<file path="src/rtl/fmng_pkg.sv">
`timescale 1ns / 1ps
`default_nettype none

package fmng_pkg;

	localparam int MAX_PINS    = 16;
	localparam int NODE_BITS   = 16;
	localparam int MAX_RESULTS = 16;

	// Width of a node id as the block keeps it: the input field carries 16 bits.
	localparam int NODE_W = (NODE_BITS < 16) ? NODE_BITS : 16;
	localparam int IDX_W  = $clog2(MAX_PINS);
	localparam int CNT_W  = $clog2(MAX_PINS + 1);
	localparam int RES_W  = $clog2(MAX_RESULTS + 1);

	localparam logic [1:0] OP_CLEAR = 2'd0;
	localparam logic [1:0] OP_ADD   = 2'd1;
	localparam logic [1:0] OP_MOVE  = 2'd2;

	localparam logic [1:0] CHG_NONE   = 2'd0;
	localparam logic [1:0] CHG_INC    = 2'd1;
	localparam logic [1:0] CHG_REDUCE = 2'd2;

	localparam logic [1:0] ST_OK      = 2'd0;
	localparam logic [1:0] ST_NOT_PIN = 2'd1;
	localparam logic [1:0] ST_FULL    = 2'd2;

	typedef struct packed {
		logic [1:0]  operation;
		logic [15:0] node_id;
		logic        side;
	} req_t;

	typedef struct packed {
		logic [15:0] gain_node;
		logic [1:0]  gain_change;
		logic        net_critical;
		logic [1:0]  status;
		logic        last;
	} rsp_t;

	typedef struct packed {
		logic              side;
		logic [NODE_W-1:0] node;
	} pin_t;

endpackage

`default_nettype wire

</file>
<file path="src/rtl/fm_net_gain_update.sv">
`timescale 1ns / 1ps
`default_nettype none

// Pin table of one net for a Fiduccia-Mattheyses partitioning pass.
// The req channel carries one transaction per operation: clear the net for a
// new pass, add a pin (node id and side), or move the node of an unlocked pin.
// The rsp channel returns one or more transactions per operation; the final
// one has last set. A move returns one transaction per gain update of another
// pin (increase or reduce), or a single transaction with no change.
// Node id and side of each pin live in a synchronous memory with a registered
// read; lock bits, pin count and the net flags are flip-flops.
// A clear or an unused code goes straight to the final result. An add reads
// each pin in the table once from memory to search for the node and count
// sides. A move does the same search and then up to two emission scans over
// the table, one memory read per pin and scan through the single read port.
// A new request is taken only when the previous one has handed its last
// result to the output register, so a request can enter while that result
// still waits on a stalled receiver. An emission scan holds on a pin with a
// result to pass on while rsp_stall keeps the output register full.
// Reset empties the table, clears all locks and the frozen flag and sets the
// critical flag; no clearing pass is needed.

module fm_net_gain_update (
	input  wire logic          clk,
	input  wire logic          arst_n,
	input  wire logic          req_valid,
	output logic               req_stall,
	input  wire fmng_pkg::req_t req,
	output logic               rsp_valid,
	input  wire logic          rsp_stall,
	output fmng_pkg::rsp_t     rsp
);
	import fmng_pkg::*;

	localparam logic [2:0] S_IDLE = 3'd0;
	localparam logic [2:0] S_FIND = 3'd1;
	localparam logic [2:0] S_EVAL = 3'd2;
	localparam logic [2:0] S_EMIT = 3'd3;
	localparam logic [2:0] S_FIN  = 3'd4;

	logic [2:0]          state_q;
	logic [1:0]          op_q;
	logic [NODE_W-1:0]   node_q;
	logic                side_q;

	logic [CNT_W-1:0]    count_q;
	logic [MAX_PINS-1:0] pin_locked_q;
	logic                crit_q;
	logic                frozen_q;

	// Pin memory: one entry per pin, with the read data registered from the address.
	pin_t                pin_mem [MAX_PINS];
	pin_t                rd_s1;
	logic [IDX_W-1:0]    raddr;
	logic [IDX_W-1:0]    idx_q;

	logic                wr_en;
	logic [IDX_W-1:0]    wr_addr;
	pin_t                wr_data;

	// Search results and side counts gathered during the search scan.
	logic                found_q;
	logic [IDX_W-1:0]    m_q;
	logic                msd_q;
	logic [CNT_W-1:0]    u0_q, u1_q, l0_q, l1_q;

	logic                g2_q, g1inc_q, g2inc_q, grp_q;

	// The newest result is held back until the next one shows whether it is last.
	rsp_t                pend_q;
	logic                pend_soft_q;
	logic [RES_W-1:0]    n_q;

	logic                rsp_valid_q;
	rsp_t                rsp_q;

	logic                slot_free;
	logic                accept;
	logic                scanning;
	logic                lk;
	logic                last_entry;
	logic                match;
	logic                inc_sel;
	logic                qual;
	logic                emit_real;
	logic                consume;
	logic                rsp_load;

	logic [CNT_W-1:0]    c0, c1;
	logic                add_ok;
	logic                crit_add;
	logic [CNT_W-1:0]    fu, fl, tu, tl;
	logic                crit_mv;
	logic                frz_mv;
	logic                g1, g2;

	assign req_stall = (state_q != S_IDLE);
	assign accept    = req_valid && !req_stall;
	assign slot_free = !rsp_valid_q || !rsp_stall;
	assign rsp_valid = rsp_valid_q;
	assign rsp       = rsp_q;

	always_comb begin
		scanning   = (state_q == S_FIND) || (state_q == S_EMIT);
		lk         = pin_locked_q[idx_q];
		last_entry = ((CNT_W'(idx_q) + CNT_W'(1)) == count_q);
		match      = (rd_s1.node == node_q) && ((op_q != OP_MOVE) || !lk);
		inc_sel    = grp_q ? g2inc_q : g1inc_q;
		if (inc_sel) begin
			qual = !lk && (rd_s1.side == msd_q) && (idx_q != m_q);
		end else begin
			qual = !lk && (rd_s1.side != msd_q);
		end
		emit_real = (state_q == S_EMIT) && qual && (n_q != RES_W'(MAX_RESULTS));
		consume   = !emit_real || pend_soft_q || slot_free;
		rsp_load  = ((state_q == S_EMIT) && emit_real && consume && !pend_soft_q) ||
			((state_q == S_FIN) && slot_free);
		if (scanning && !consume) begin
			raddr = idx_q;
		end else if (scanning && !last_entry) begin
			raddr = idx_q + IDX_W'(1);
		end else begin
			raddr = '0;
		end
	end

	// Add: side totals after the pin is appended or its side rewritten.
	always_comb begin
		c0     = u0_q + l0_q;
		c1     = u1_q + l1_q;
		add_ok = found_q || (count_q < CNT_W'(MAX_PINS));
		if (found_q) begin
			if (!msd_q && side_q) begin
				c0 = c0 - CNT_W'(1);
				c1 = c1 + CNT_W'(1);
			end else if (msd_q && !side_q) begin
				c1 = c1 - CNT_W'(1);
				c0 = c0 + CNT_W'(1);
			end
		end else if (add_ok) begin
			if (side_q) begin
				c1 = c1 + CNT_W'(1);
			end else begin
				c0 = c0 + CNT_W'(1);
			end
		end
		if (add_ok && !(|pin_locked_q)) begin
			crit_add = (c0 < CNT_W'(2)) || (c1 < CNT_W'(2));
		end else begin
			crit_add = crit_q;
		end
	end

	// Move: counts relative to the side the node leaves.
	always_comb begin
		fu = msd_q ? u1_q : u0_q;
		fl = msd_q ? l1_q : l0_q;
		tu = msd_q ? u0_q : u1_q;
		tl = msd_q ? l0_q : l1_q;
		g1 = crit_q && (tl == '0) && ((tu == '0) || (tu == CNT_W'(1)));
		g2 = crit_q && (fl == '0) && ((fu == CNT_W'(1)) || (fu == CNT_W'(2)));
		if (frozen_q) begin
			crit_mv = 1'b0;
			frz_mv  = 1'b1;
		end else if (fl != '0) begin
			crit_mv = 1'b0;
			frz_mv  = 1'b1;
		end else begin
			crit_mv = (fu != '0) && (fu <= CNT_W'(3));
			frz_mv  = 1'b0;
		end
	end

	always_comb begin
		wr_en   = 1'b0;
		wr_addr = m_q;
		wr_data = '{side: side_q, node: node_q};
		if (state_q == S_EVAL) begin
			if (op_q == OP_ADD) begin
				wr_en   = add_ok;
				wr_addr = found_q ? m_q : count_q[IDX_W-1:0];
			end else begin
				wr_en        = found_q;
				wr_data.side = !msd_q;
			end
		end
	end

	always_ff @(posedge clk) begin
		if (wr_en) begin
			pin_mem[wr_addr] <= wr_data;
		end
		rd_s1 <= pin_mem[raddr];
	end

	// The output register stays full until the receiver takes it.
	always_ff @(posedge clk or negedge arst_n) begin
		if (!arst_n) begin
			rsp_valid_q <= 1'b0;
		end else if (rsp_load) begin
			rsp_valid_q <= 1'b1;
		end else if (!rsp_stall) begin
			rsp_valid_q <= 1'b0;
		end
	end

	always_ff @(posedge clk or negedge arst_n) begin
		if (!arst_n) begin
			state_q      <= S_IDLE;
			count_q      <= '0;
			pin_locked_q <= '0;
			crit_q       <= 1'b1;
			frozen_q     <= 1'b0;
			idx_q        <= '0;
			found_q      <= 1'b0;
			pend_soft_q  <= 1'b0;
			n_q          <= '0;
			grp_q        <= 1'b0;
		end else begin
			idx_q <= raddr;
			unique case (state_q)
				S_IDLE: begin
					if (accept) begin
						op_q        <= req.operation;
						node_q      <= req.node_id[NODE_W-1:0];
						side_q      <= req.side;
						found_q     <= 1'b0;
						u0_q        <= '0;
						u1_q        <= '0;
						l0_q        <= '0;
						l1_q        <= '0;
						n_q         <= '0;
						pend_soft_q <= 1'b0;
						unique case (req.operation) inside
							OP_CLEAR: begin
								count_q      <= '0;
								pin_locked_q <= '0;
								frozen_q     <= 1'b0;
								crit_q       <= 1'b1;
								pend_q       <= '{gain_node: '0, gain_change: CHG_NONE,
									net_critical: 1'b1, status: ST_OK, last: 1'b0};
								state_q      <= S_FIN;
							end
							OP_ADD, OP_MOVE: begin
								state_q <= (count_q == '0) ? S_EVAL : S_FIND;
							end
							default: begin
								pend_q  <= '{gain_node: '0, gain_change: CHG_NONE,
									net_critical: crit_q, status: ST_OK, last: 1'b0};
								state_q <= S_FIN;
							end
						endcase
					end
				end
				S_FIND: begin
					if (lk) begin
						if (rd_s1.side) l1_q <= l1_q + CNT_W'(1);
						else            l0_q <= l0_q + CNT_W'(1);
					end else begin
						if (rd_s1.side) u1_q <= u1_q + CNT_W'(1);
						else            u0_q <= u0_q + CNT_W'(1);
					end
					if (match && !found_q) begin
						found_q <= 1'b1;
						m_q     <= idx_q;
						msd_q   <= rd_s1.side;
					end
					if (last_entry) begin
						state_q <= S_EVAL;
					end
				end
				S_EVAL: begin
					if (op_q == OP_ADD) begin
						if (!found_q && add_ok) begin
							count_q                                <= count_q + CNT_W'(1);
							pin_locked_q[count_q[IDX_W-1:0]] <= 1'b0;
						end
						crit_q  <= crit_add;
						pend_q  <= '{gain_node: '0, gain_change: CHG_NONE,
							net_critical: crit_add, status: add_ok ? ST_OK : ST_FULL,
							last: 1'b0};
						state_q <= S_FIN;
					end else if (!found_q) begin
						pend_q  <= '{gain_node: '0, gain_change: CHG_NONE,
							net_critical: crit_q, status: ST_NOT_PIN, last: 1'b0};
						state_q <= S_FIN;
					end else begin
						// The moving pin locks now; the emission scans skip it anyway.
						pin_locked_q[m_q] <= 1'b1;
						crit_q            <= crit_mv;
						frozen_q          <= frz_mv;
						pend_q            <= '{gain_node: '0, gain_change: CHG_NONE,
							net_critical: crit_mv, status: ST_OK, last: 1'b0};
						pend_soft_q       <= 1'b1;
						g2_q              <= g2;
						g1inc_q           <= (tu == '0);
						g2inc_q           <= (fu == CNT_W'(2));
						grp_q             <= !g1;
						state_q           <= (g1 || g2) ? S_EMIT : S_FIN;
					end
				end
				S_EMIT: begin
					if (emit_real && consume) begin
						if (!pend_soft_q) begin
							rsp_q <= pend_q;
						end
						pend_q      <= '{gain_node: 16'(rd_s1.node),
							gain_change: inc_sel ? CHG_INC : CHG_REDUCE,
							net_critical: crit_q, status: ST_OK, last: 1'b0};
						pend_soft_q <= 1'b0;
						n_q         <= n_q + RES_W'(1);
					end
					if (consume && last_entry) begin
						if (!grp_q && g2_q) begin
							grp_q <= 1'b1;
						end else begin
							state_q <= S_FIN;
						end
					end
				end
				S_FIN: begin
					if (slot_free) begin
						rsp_q       <= '{gain_node: pend_q.gain_node,
							gain_change: pend_q.gain_change,
							net_critical: pend_q.net_critical,
							status: pend_q.status, last: 1'b1};
						pend_soft_q <= 1'b0;
						state_q     <= S_IDLE;
					end
				end
				default: begin
					state_q <= S_IDLE;
				end
			endcase
		end
	end

	a_count_bound: assert property (@(posedge clk) disable iff (!arst_n)
		count_q <= CNT_W'(MAX_PINS))
		else $error("pin count beyond table size");

	a_scan_in_table: assert property (@(posedge clk) disable iff (!arst_n)
		((state_q == S_FIND) || (state_q == S_EMIT)) |-> (CNT_W'(idx_q) < count_q))
		else $error("table scan past the last pin");

	a_final_last: assert property (@(posedge clk) disable iff (!arst_n)
		((state_q == S_FIN) && slot_free) |=> (rsp_valid_q && rsp_q.last))
		else $error("final result not marked last");

	a_none_zero_node: assert property (@(posedge clk) disable iff (!arst_n)
		(rsp_valid_q && (rsp_q.gain_change == CHG_NONE)) |-> (rsp_q.gain_node == '0))
		else $error("gain node set without a gain change");

endmodule

`default_nettype wire
</file>
<file path="config.mk">
export PLATFORM = sky130hd
export DESIGN_NAME = fm_net_gain_update
export DESIGN_NICKNAME = d
export VERILOG_FILES = /design/src/rtl/fmng_pkg.sv /design/src/rtl/fm_net_gain_update.sv
export SDC_FILE = /design/constraint.sdc
export NUM_CORES = 1
export LEC_CHECK = 0
export BUFFER_PORTS_ARGS = -buffer_cell sky130_fd_sc_hd__buf_2
export CAP_MARGIN = 10
export CORE_MARGIN = 10
export CORE_UTILIZATION = 65
export DETAILED_ROUTE_END_ITERATION = 8
export GPL_TIMING_DRIVEN = 0
export PLACE_DENSITY = 0.83
export SETUP_SLACK_MARGIN = 0.02
export SYNTH_ARGS = -nofsm -noshare
export SYNTH_HDL_FRONTEND = slang
export SYNTH_SLANG_ARGS = --single-unit
</file>
<file path="constraint.sdc">
create_clock -name clk -period 6.85 [get_ports clk]
set_input_delay 1.37 -clock clk [delete_from_list [all_inputs] [get_ports clk]]
set_output_delay 1.37 -clock clk [all_outputs]
set_load 0.02 [all_outputs]
</file>
-- Word-level counts from Yosys, hierarchy flattened
Memory sizes are Yosys's and may differ from the RTL's. A register that Yosys moved wholly into a read port is not among the register bits.
Index checks and enable logic that the tools add are counted.
- add/subtract/negate cells: 14
- order comparisons: 9
- eq/ne operators: 39
- multiplexer cells: 112
- bitwise gates (word level): 4
- reductions and logical operators: 89
- operators with widths (operator ; count):
    two-way mux 5 bit ; 28
    two-way mux 22 bit ; 5
    one-hot mux 22 bit (2 select lines) ; 2
    two-way mux 16 bit ; 5
    one-hot mux 22 bit (3 select lines) ; 1
    one-hot mux 5 bit (2 select lines) ; 6
    AND reduction 5 bit ; 11
    adder 5 x 1 -> 5 bit (second input constant) ; 8
    two-way mux 1 bit ; 36
    one-hot mux 16 bit (2 select lines) ; 1
    logical AND 1 bit ; 28
    two-way mux 4 bit ; 7
    inequality test 2 bit (second input constant) ; 14
    two-way mux 3 bit ; 9
    logical NOT 5 bit ; 4
    AND 16 bit ; 1
    == test 16 bit ; 1
    NOT 16 bit ; 1
    OR 16 bit ; 1
    OR reduction 16 bit ; 1
    less-than comparator 4 x 5 -> 1 bit (second input constant) ; 3
    one-hot mux 3 bit (5 select lines) ; 1
    logical NOT 1 bit ; 14
    inequality test 2 x 1 -> 1 bit (second input constant) ; 7
    other kinds (38) ; 72
- flip-flop bits (word level): 130
- bits in writable memories: 272
- bits of input ports: 23
- output and inout bits: 24
- logic and storage cells: 301
- memories kept: 1
- memories (name ; depth ; bits a word ; read ports ; clocked after memory_dff ; wr ports ; RTL line ; RTL):
    pin_mem ; 16 ; 17 ; 1 ; 1 ; 1 ; fm_net_gain_update.sv:52 ; pin_t pin_mem [MAX_PINS];

-- Logic depth before layout (Yosys ltp)
Gate-level depths: netlist (run 1).
- word-level depth: 15
- mapped depth: 15
- gate-level depth less buffers: 12

-- Worst setup path after synthesis (run 1)
No wires, ideal clock.
- path type: input to register
- start: input rsp_stall
- end: register pend_q[10] in the netlist's numbering (enable)
- library setup time: 425 ps
- arrival: 3582 ps
- data required time: 6425 ps
- slack: 2842 ps
- stages: 6
- path buffers: 1
- cell sequence: nand2_1 or4_1 buf_2 a21oi_1 nand2b_1 nor3_1
- longest elaborated chain between the ends: 6
- ends and longest elaborated chain (element ; RTL line ; RTL):
    start, declared ; fm_net_gain_update.sv:30 ; input wire logic rsp_stall,
    logical NOT 1 bit ; n/a ;
    logical OR 1 bit ; fm_net_gain_update.sv:99 ; assign slot_free = !rsp_valid_q || !rsp_stall;
    logical OR 1 bit ; fm_net_gain_update.sv:115 ; consume = !emit_real || pend_soft_q || slot_free;
    logical AND 1 bit ; fm_net_gain_update.sv:303 ; if (emit_real && consume) begin
    inequality test 2 x 1 -> 1 bit (no line) ; n/a ;
    AND reduction 5 bit (no line) ; n/a ;
    end signal, assigned ; fm_net_gain_update.sv:284 ; pend_q <= '{gain_node: '0, gain_change: CHG_NONE,
    end signal, assigned ; fm_net_gain_update.sv:292 ; pend_q <= '{gain_node: '0, gain_change: CHG_NONE,
    end signal, assigned ; fm_net_gain_update.sv:307 ; pend_q <= '{gain_node: 16'(rd_s1.node),
    end, declared ; fm_net_gain_update.sv:70 ; rsp_t pend_q;
No other way between the ends.
A chain may end at the register's enable or synchronous reset.

-- Worst setup path in the final report (run 1)
- start: register idx_q[0]
- end: register, netlist name rd_s1[9]
- longest elaborated chain between the ends: 14
- elaborated cells on any way between the ends: 22
- classes of those cells: add/sub: 2; eq/ne: 2; mux: 5; reduce/logical: 13
- ends and longest elaborated chain (element ; RTL line ; RTL):
    start, declared ; fm_net_gain_update.sv:55 ; logic [IDX_W-1:0] idx_q;
    start signal, assigned ; fm_net_gain_update.sv:220 ; idx_q <= raddr;
    binary-select mux 1 bit (select 4 bit) ; fm_net_gain_update.sv:105 ; lk = pin_locked_q[idx_q];
    two-way mux 1 bit (implied by the code) ; fm_net_gain_update.sv:105 ;
    logical NOT 1 bit ; fm_net_gain_update.sv:110, fm_net_gain_update.sv:112 ;
    logical AND 1 bit (2 in a row) ; fm_net_gain_update.sv:110 ; qual = !lk && (rd_s1.side == msd_q) && (idx_q != m_q);
    two-way mux 1 bit ; fm_net_gain_update.sv:109 ; if (inc_sel) begin
    logical AND 1 bit (2 in a row) ; fm_net_gain_update.sv:114 ; emit_real = (state_q == S_EMIT) && qual && (n_q != RES_W'(MAX_RESULTS));
    logical NOT 1 bit ; fm_net_gain_update.sv:115 ;
    logical OR 1 bit (2 in a row) ; fm_net_gain_update.sv:115 ;
    logical NOT 1 bit ; fm_net_gain_update.sv:118 ; if (scanning && !consume) begin
    logical AND 1 bit ; fm_net_gain_update.sv:118 ;
    two-way mux 4 bit * ; fm_net_gain_update.sv:118 ;
Mark *: on every way between the ends. The rest lies on a longest branch, timed or not. The select of a mux whose other input is x is not followed.

==> results of run 1 <==
## registers in the layout, indices dropped and copies added (netlist names), 2 cells and up
| register | cells |
|---|---|
| count_q | 5 |
| idx_q | 4 |
| l0_q | 5 |
| l1_q | 5 |
| m_q | 4 |
| n_q | 5 |
| node_q | 16 |
| op_q | 2 |
| pend_q | 21 |
| pin_locked_q | 16 |
| pin_mem | 272 |
| rd_s1 | 17 |
| rsp | 22 |
| state_q | 3 |
| u0_q | 5 |
| u1_q | 5 |
## stage by stage
stage | total power, mW | hold WS (ns) | cell area, µm² | cells
4_1_cts | 7.56 | 0.418 | 20300 | 1864
3_3_place_gp | 5.23 | 0.400 | 18700 | 1773
2_1_floorplan | 4.68 | 0.400 | 18000 | 1355
3_5_place_dp | 5.32 | 0.405 | 19000 | 1786
6_report | 7.56 | 0.417 | 20300 | 1864
5_1_grt | 7.89 | 0.423 | 20300 | 1864
## worst max-delay path: stages (launching register included)
cell,delay [ns]
dfrtp_1,0.56
buf_6,0.22
mux4_2,0.51
mux2i_1,0.14
mux2i_1,0.12
buf_2,0.24
o41ai_2,0.44
o21a_1,0.35
clkinv_1,0.42
nor2_1,0.54
clkbuf_1,0.45
a32oi_1,0.20
and4_1,0.19
## metal layers
layer / share of wire / GRT usage
met1: 0.41 / 0.336
met2: 0.46 / 0.357
met3: 0.11 / 0.0467
met4: 0.027 / 0.0713
met5: 0.00065 / 0
## final cells by class
cell class                      instances  area (µm²)  area share
Tap cell                              372         465      0.0229
Buffer                                 64         314      0.0155
Clock inverter                         29         268      0.0132
Multi-Input combinational cell        847        5470       0.269
Timing Repair Buffer                   59         418      0.0206
Sequential cell                       418       12200       0.600
Inverter                               26        97.6     0.00480
Clock buffer                           49        1100      0.0540
## kinds of logic (layout without fill, tap and decap cells)
kind of cell / count (synthesis) / after routing / synth area share
AND/OR/NAND/NOR: 457 / 457 / 0.119
flip-flops: 418 / 418 / 0.676
AO/OA/AOI/OAI: 236 / 236 / 0.0922
buffers and inverters: 90 / 227 / 0.0228
multiplexers: 65 / 65 / 0.0402
XOR/XNOR: 62 / 62 / 0.0301
adder cells (fa/ha/maj): 27 / 27 / 0.0196
## path summary, 6_finish.rpt
check,startpoint,to,slack (ns),cells past startpoint
worst max-delay path,idx_q[0],rd_s1[9],2.35,12
worst min-delay path,pend_q[12],rsp[12],0.42,0
worst max register to register,idx_q[0],rd_s1[9],2.35,12
worst min register to register,pend_q[12],rsp[12],0.42,0
max in group asynchronous,arst_n,n_q[4],5.22,1
min in group asynchronous,arst_n,pin_locked_q[5],1.00,1
## Yosys cell counts (all sizes together) (9+ instances only)
cell / n / share of area
nand2: 126 / 0.026
nor4: 13 / 0.0053
nor3: 23 / 0.0064
a21oi: 69 / 0.020
clkbuf: 34 / 0.0071
nand3: 42 / 0.012
buf: 30 / 0.010
o22a: 29 / 0.014
a32oi: 17 / 0.0083
nand2b: 9 / 0.0031
xnor2: 31 / 0.015
mux2i: 56 / 0.031
o211ai: 18 / 0.0075
edfxtp: 362 / 0.60
a22oi: 33 / 0.014
and2: 22 / 0.0076
a31oi: 10 / 0.0035
ha: 25 / 0.017
and4: 16 / 0.0078
xor2: 31 / 0.015
nor2: 163 / 0.034
o21ai: 15 / 0.0042
dfxtp: 17 / 0.019
inv: 24 / 0.0050
dfrtp: 38 / 0.053
## cell usage in the layout, fill, tap and decap left out, drive strengths merged, types with 25 or more instances in the layout
cell type,synthesis,routed
a21oi,69,69
a22oi,33,33
buf,30,89
clkbuf,34,83
dfrtp,38,38
edfxtp,362,362
ha,25,25
inv,24,27
mux2i,56,56
nand2,126,126
nand3,42,42
nor2,163,163
o22a,29,29
xnor2,31,31
xor2,31,31
## power by group
part / leakage [nW] / switching (mW) / internal, mW
clock network: 0.666 / 0.961 / 1.28
logic: 2.81 / 1.33 / 0.739
registers: 3.94 / 0.204 / 3.05
==> out/metrics.cfg, run 1 <==
[critical_path]
end_kind=flop
cp_max_fo=10
crit_required_ns=7.29
crit_path_start_kind=flop
worstPathArrival_ns=4.93
worstSetupPathType=reg -> reg

[global_route]
grt_use_total=0.234
grt_pass1_vias=11600
grt_start_max_net_pins=47
antenna_found_initial=2
overflow=0
grt_pass1_wl_mm=65.6

[sta]
max_slew_margin=0.285
tns_ns=0
rsz0062_at_grt=false
fin_worst_skew_ns=0.0219
hold_violations=0
min_period_ns=4.50
fin_crit_sh=0.656
setup_viol=0
timing.final.max_slew_violations=0
worst_slew_pin_slew_ns=1.07
clock.fmax_ghz=0.222
fin_ws_ns=2.35

[clock_network]
post_cts_buffers=0
hold_buffers=0
cts_tree=built
numCtsBuffers=42
cts_resized=0
htree_levels=2
insertion_delay_ns=0.56
clk_path_buf_depth=3
cts.reportedPaths.clkPinSlew_ns=0.06
numClockSinks=418
cts-root-buf=clkbuf_16

[floorplanning]
initial_core_util=0.665
io_pins=47
num_rows=60
die-area_um2=34800
die_h_um=187
core-area_um2=27100
die_w_um=187

[yosys]
ys_types=75
ys_async_sr_fraction=0.0933
synth_enable_flop_cells=362
syn-cell-area_um2=18000
postSynthNetCount=1405
ys_warn_count=0
ys_seq_area_frac=0.676
yosys_register_bits=418
synth.avg_cell_area_um2=13.3
synth_top_flop_cell=edfxtp_1
synthCells=1355

[flow_run]
maxCapViolations=0

[placement]
pre_cts_ws_ns=2.62
gp_congestion=0.956
dp_hpwl_mm=28.5
port_buffers=46

[routing]
antenna_left=0
firstDrtPassIters=5
initialDrtViolationCount=1745
drt-total-wl_mm=41.6
wl_per_cell_um=22.3
vias=11900
vias_per_cell=6.40
drc_errors=0

[final_layout]
final_layout_size_suffix_gt1_frac=0.121
diodes=0
nets=1508
fillers=1647
area_delta_synth_final_pct=12.7
final_core_util=0.750

[pwr]
powerDensity_nw_per_um2=372
power_leakage_nw=7.41
ir_drop_mv=0.247

[outcome]
status=finished, final reports clean

[min_path]
hold_path.class=reg -> reg

Note: power is estimated with default switching activity, not from simulation.
==> run 2, diff against run 1 <==
--- a/config.mk
+++ b/config.mk
@@ -8,10 +8,10 @@
 export BUFFER_PORTS_ARGS = -buffer_cell sky130_fd_sc_hd__buf_2
 export CAP_MARGIN = 10
 export CORE_MARGIN = 10
-export CORE_UTILIZATION = 65
+export CORE_UTILIZATION = 62
 export DETAILED_ROUTE_END_ITERATION = 8
 export GPL_TIMING_DRIVEN = 0
-export PLACE_DENSITY = 0.83
+export PLACE_DENSITY = 0.79
 export SETUP_SLACK_MARGIN = 0.02
 export SYNTH_ARGS = -nofsm -noshare
 export SYNTH_HDL_FRONTEND = slang
==> constraint.sdc (replaced) <==
create_clock -name clk -period 4.3 [get_ports clk]
set_input_delay 0.86 -clock clk [delete_from_list [all_inputs] [get_ports clk]]
set_output_delay 0.86 -clock clk [all_outputs]
set_load 0.02 [all_outputs]
==> run 2 against run 1 <==
Net effect: via count down 1.8%; first-iteration DRC count down 11%; fmax is 7.8% higher; final cell count up 0.54%; sequential share of layout area shrank 0.10 points; non-clock buffer count increased by 1; die area up 4.3%; count of clock-buffer cells in the layout grew 3; global-route usage is 0.89 points lower; critical path type unchanged; critical path depth shrank 1; clock skew down 0.0037 ns; register-to-register slack worse by 2.2 ns.
==> out/metrics.cfg, run 2 (synthesis results as in run 1) <==
[outcome]
status=finished, final reports clean

[critical_path]
slowest_delay_ns=0.61
slowest_stage=a21oi_1
r2r-end=rd_s1[14]
crit_path_cell_trace=clkbuf_1 > xnor2_1 > nand4_1 > a21oi_1 > nor4_4 > nor3_1 > o21ai_0 > nand2_1 > clkbuf_1 > o211ai_1 > and4_1
r2r-start=idx_q[1]
cpMostUsedCell=clkbuf_1
crit_required_ns=4.72
end_kind=flop
reg2regPathDepth=11
worstSetupPathType=reg -> reg
worstPathArrival_ns=4.59
regToRegSetupSlack_ns=0.13
crit_path_start_kind=flop
cp_max_fo=10

[routing]
firstDrtPassIters=7
drc_errors=0
wl_per_cell_um=21.9
initialDrtViolationCount=1545
vias_per_cell=6.25
vias=11700
drt-total-wl_mm=41.1
antenna_left=0

[floorplanning]
initial_core_util=0.628
num_rows=62
die-area_um2=36300
core-area_um2=28700
die_w_um=191
die_h_um=191
io_pins=47

[min_path]
hold_path.class=reg -> reg
min_to=rsp[21]
hp-start=pend_q[21]
holdPathStages=0

[pwr]
p_int_mw=8.13
switchingPower_mw=3.99
ir_drop_mv=0.388
comb_power_share=0.273
clkPwrFrac=0.299
p_seq_frac=0.429
powerDensity_nw_per_um2=595
power_leakage_nw=7.43
swShare=0.329

[clock_network]
clk_path_buf_depth=3
numClockSinks=418
htree_levels=2
hold_buffers=0
cts_tree=built
numCtsBuffers=43
insertion_delay_ns=0.55
cts.reportedPaths.clkPinSlew_ns=0.06
post_cts_buffers=0
cts-root-buf=clkbuf_16

[global_route]
antenna_found_initial=0
grt_pass1_wl_mm=64.4
grt_pass1_vias=11400
overflow=0
grt_use_total=0.225
grt_start_max_net_pins=47

[placement]
pre_cts_ws_ns=-0.0373
port_buffers=46
gp_congestion=0.917
dp_hpwl_mm=28.3

[sta]
hold_violations=0
fin_worst_skew_ns=0.0182
min_period_ns=4.17
clock.fmax_ghz=0.240
timing.final.max_slew_violations=0
worst_slew_pin_slew_ns=1.01
fin_crit_sh=0.970
tns_ns=0
fin_ws_ns=0.131
max_slew_margin=0.328
rsz0062_at_grt=true
setup_viol=0

[final_layout]
final_common_cell=edfxtp_1
final_layout_size_suffix_gt1_frac=0.130
layout_common_cells=362 x edfxtp_1, 148 x nor2_1, 125 x nand2_1
largest_register_ffs=272
final_core_util=0.709
diodes=0
area_delta_synth_final_pct=12.8
top_register=pin_mem
nets=1510

[flow_run]
maxCapViolations=0

-- run 2: cell types whose count changed in the layout (fill, tap and decap cells not counted), moves of 3 or more --
cell	change
nor2_2	+3
clkbuf_1	-3
clkbuf_2	+3
clkinv_1	-5
nor2_1	-3
buf_8	+4
buf_16	-3
-- run 2: area by class of cell --
class                           count  area, µm²
Sequential cell                   418      12200
Fill cell                        1886       8350
Multi-Input combinational cell    847       5490
Clock buffer                       52       1140
Tap cell                          384        480
Timing Repair Buffer               60        395
Buffer                             64        319
Clock inverter                     23        240
Inverter                           26       97.6
-- run 2: critical path, delay by kind of cell, from the launching register on --
family	cells	cell delay (ns)
xor+xnor	1	0.18
buf+inv	2	0.93
flops	1	0.37
compound gates	3	1.15
simple gates	5	1.42
-- run 2: how the worst max path moves through the flow --
stage / from / endpoint / slack [ns] / depth (start not counted)
final: idx_q[1] / rd_s1[14] / 0.13 / 11
after global placement: idx_q[1] / pend_q[15] / -0.50 / 9
after detailed placement: idx_q[0] / rd_s1[9] / -0.04 / 12
after global routing: idx_q[0] / rd_s1[14] / 0.01 / 12
after CTS: idx_q[0] / rd_s1[16] / 0.04 / 13
after floorplan: n_q[0] / pend_q[10] / 0.48 / 10
-- run 2: per-layer routing --
metal / up-vias / routed length (µm) / global-route usage
met2: 670 / 18500 / 0.339
met4: 0 / 947 / 0.0636
met5: - / 0 / 0
li1: 5309 / - / -
met1: 5637 / 17300 / 0.328
met3: 89 / 4360 / 0.0465
-- run 2: what timing repair did --
action	in CTS	in global routing
endpoints found under the setup margin	1	15
hold endpoints to repair	0	0
gates resized for setup	1	13
-- run 2: through the flow --
step	instances	total power, mW	hold slack [ns]	instance area [µm²]
3_3_place_gp	1785	8.34	0.400	18700
2_1_floorplan	1355	7.46	0.400	18000
5_1_grt	1874	12.6	0.434	20400
4_1_cts	1874	12.1	0.418	20300
3_5_place_dp	1799	8.48	0.405	18900
6_report	1874	12.1	0.417	20400
-- run 2: power by group through the flow --
| stage | clock network, mW | registers [mW] | logic [mW] |
|---|---|---|---|
| finish | 3.62 | 5.20 | 3.30 |
| global route | 3.82 | 5.24 | 3.59 |
| CTS | 3.65 | 5.19 | 3.24 |
| detailed placement | 0 | 5.27 | 3.21 |
| global placement | 0 | 5.26 | 3.08 |
| floorplan | 0 | 5.21 | 2.25 |
==> run 3, diff against run 2 <==
--- a/config.mk
+++ b/config.mk
@@ -7,11 +7,13 @@
 export LEC_CHECK = 0
 export BUFFER_PORTS_ARGS = -buffer_cell sky130_fd_sc_hd__buf_2
 export CAP_MARGIN = 10
+export CELL_PAD_IN_SITES_DETAIL_PLACEMENT = 1
+export CELL_PAD_IN_SITES_GLOBAL_PLACEMENT = 1
 export CORE_MARGIN = 10
-export CORE_UTILIZATION = 62
+export CORE_UTILIZATION = 52
 export DETAILED_ROUTE_END_ITERATION = 8
 export GPL_TIMING_DRIVEN = 0
-export PLACE_DENSITY = 0.79
+export PLACE_DENSITY = 0.86
 export SETUP_SLACK_MARGIN = 0.02
 export SYNTH_ARGS = -nofsm -noshare
 export SYNTH_HDL_FRONTEND = slang
==> run 3 against run 2 <==
Net effect: first-iteration DRC count down 23%; global-route usage increased by 1.8 points; sequential share of layout area down 0.79 points; worst hold slack improved by 0.00063 ns; clock power grew 5%; worst setup slack lost 0.036 ns; critical path type unchanged; critical endpoint is now rd_s1[16]; largest cell class unchanged.
==> out/metrics.cfg, run 3 (synthesis results as in run 1) <==
[routing]
initialDrtViolationCount=1183
vias_per_cell=6.29
antenna_left=0
vias=12300
firstDrtPassIters=5
drc_errors=0
drt-total-wl_mm=52.0
wl_per_cell_um=26.6

[floorplanning]
io_pins=47
core-area_um2=34400
die_h_um=206
die-area_um2=42500
num_rows=68
die_w_um=206
initial_core_util=0.525

[sta]
min_period_ns=4.20
hold_violations=0
fin_worst_skew_ns=0.0417
fin_ws_ns=0.0951
fin_crit_sh=0.978
clock.fmax_ghz=0.238
max_slew_margin=0.260
worst_slew_pin_slew_ns=1.11
rsz0062_at_grt=false
timing.final.max_slew_violations=0
setup_viol=0

[min_path]
hold_path.class=reg -> reg

[critical_path]
worstSetupPathType=reg -> reg
crit_path_start_kind=flop
end_kind=flop
worstPathArrival_ns=4.66
cp_max_fo=10
crit_required_ns=4.75

[pwr]
powerDensity_nw_per_um2=612
power_leakage_nw=7.47
ir_drop_mv=0.356

[clock_network]
numCtsBuffers=44
numClockSinks=418
htree_levels=2
cts.reportedPaths.clkPinSlew_ns=0.06
cts_tree=built
insertion_delay_ns=0.59
cts-root-buf=clkbuf_16
hold_buffers=0
clk_path_buf_depth=3

[outcome]
status=finished, final reports clean

[global_route]
grt_pass1_vias=13000
antenna_found_initial=2
grt_start_max_net_pins=47
grt_pass1_wl_mm=79.2
grt_use_total=0.244
overflow=0

[final_layout]
fillers=3321
final_core_util=0.600
top_register=pin_mem
layout_common_cells=362 x edfxtp_1, 145 x nor2_1, 125 x nand2_1
final_common_cell=edfxtp_1
final_layout_size_suffix_gt1_frac=0.134
area_delta_synth_final_pct=14.4
nets=1511
largest_register_ffs=272

[placement]
dp_hpwl_mm=35.0
port_buffers=46
gp_congestion=0.894
pre_cts_ws_ns=-0.230

[flow_run]
maxCapViolations=0

-- run 3: cell type report --
cell class	count	area (µm²)	share of cell area
Sequential cell	418	12200	0.591
Multi-Input combinational cell	847	5570	0.270
Clock buffer	60	1210	0.0587
Tap cell	455	569	0.0276
Timing Repair Buffer	60	415	0.0201
Buffer	64	333	0.0161
Clock inverter	21	236	0.0115
Inverter	26	97.6	0.00473
Antenna cell	1	2.50	0.000121
-- run 3: metal layers --
metal	wire length (µm)	share of wire	up-vias	global-route usage
met5	14	0.00027	-	0
met1	21000	0.40	6287	0.320
li1	-	-	5313	-
met2	25700	0.49	577	0.408
met3	3810	0.073	103	0.0404
met4	1430	0.027	2	0.0751
-- run 3: stage by stage --
step	total power, mW	area, µm²	cells	TNS, ns	hold slack, ns
final	12.6	20600	1952	0	0.418
after global routing	13.1	20600	1951	0	0.437
after CTS	12.5	20500	1950	0	0.420
after detailed placement	8.67	19000	1869	-1.88	0.406
after global placement	8.42	18800	1856	-32.33	0.402
after floorplan	7.46	18000	1355	0	0.400
-- run 3: power by group --
part / internal, mW / switching, mW / leakage (nW) / total [mW]
registers: 4.86 / 0.384 / 3.94 / 5.25
clock network: 2.18 / 1.63 / 0.691 / 3.81
logic: 1.21 / 2.37 / 2.84 / 3.57
-- run 3: worst paths after layout --
| path | from | endpoint | slack [ns] | cells past startpoint |
|---|---|---|---|---|
| max | idx_q[0] | rd_s1[16] | 0.1 | 12 |
| min | pend_q[8] | rsp[8] | 0.42 | 0 |
| max reg2reg | idx_q[0] | rd_s1[16] | 0.1 | 12 |
| min reg2reg | pend_q[8] | rsp[8] | 0.42 | 0 |
| max in group asynchronous | arst_n | idx_q[0] | 3.09 | 1 |
| min in group asynchronous | arst_n | count_q[1] | 0.49 | 1 |
-- run 3: timing repair --
| action | 4_1_cts | 5_1_grt |
|---|---|---|
| resized for setup | 10 | 20 |
| endpoints found under the hold margin | 0 | 0 |
| buffers inserted | 0 | 1 |
| endpoints found under the setup margin | 13 | 144 |
| pin swaps | 0 | 2 |
-- run 3: critical path, cell delays in order (launching register included) --
cell	delay, ns
dfrtp_2	0.46
buf_6	0.20
mux4_2	0.52
mux2i_1	0.17
mux2i_1	0.14
buf_2	0.28
nor4_4	0.49
nor3_1	0.21
a32o_1	0.34
a21oi_4	0.32
buf_2	0.33
o221ai_1	0.26
a211oi_2	0.38
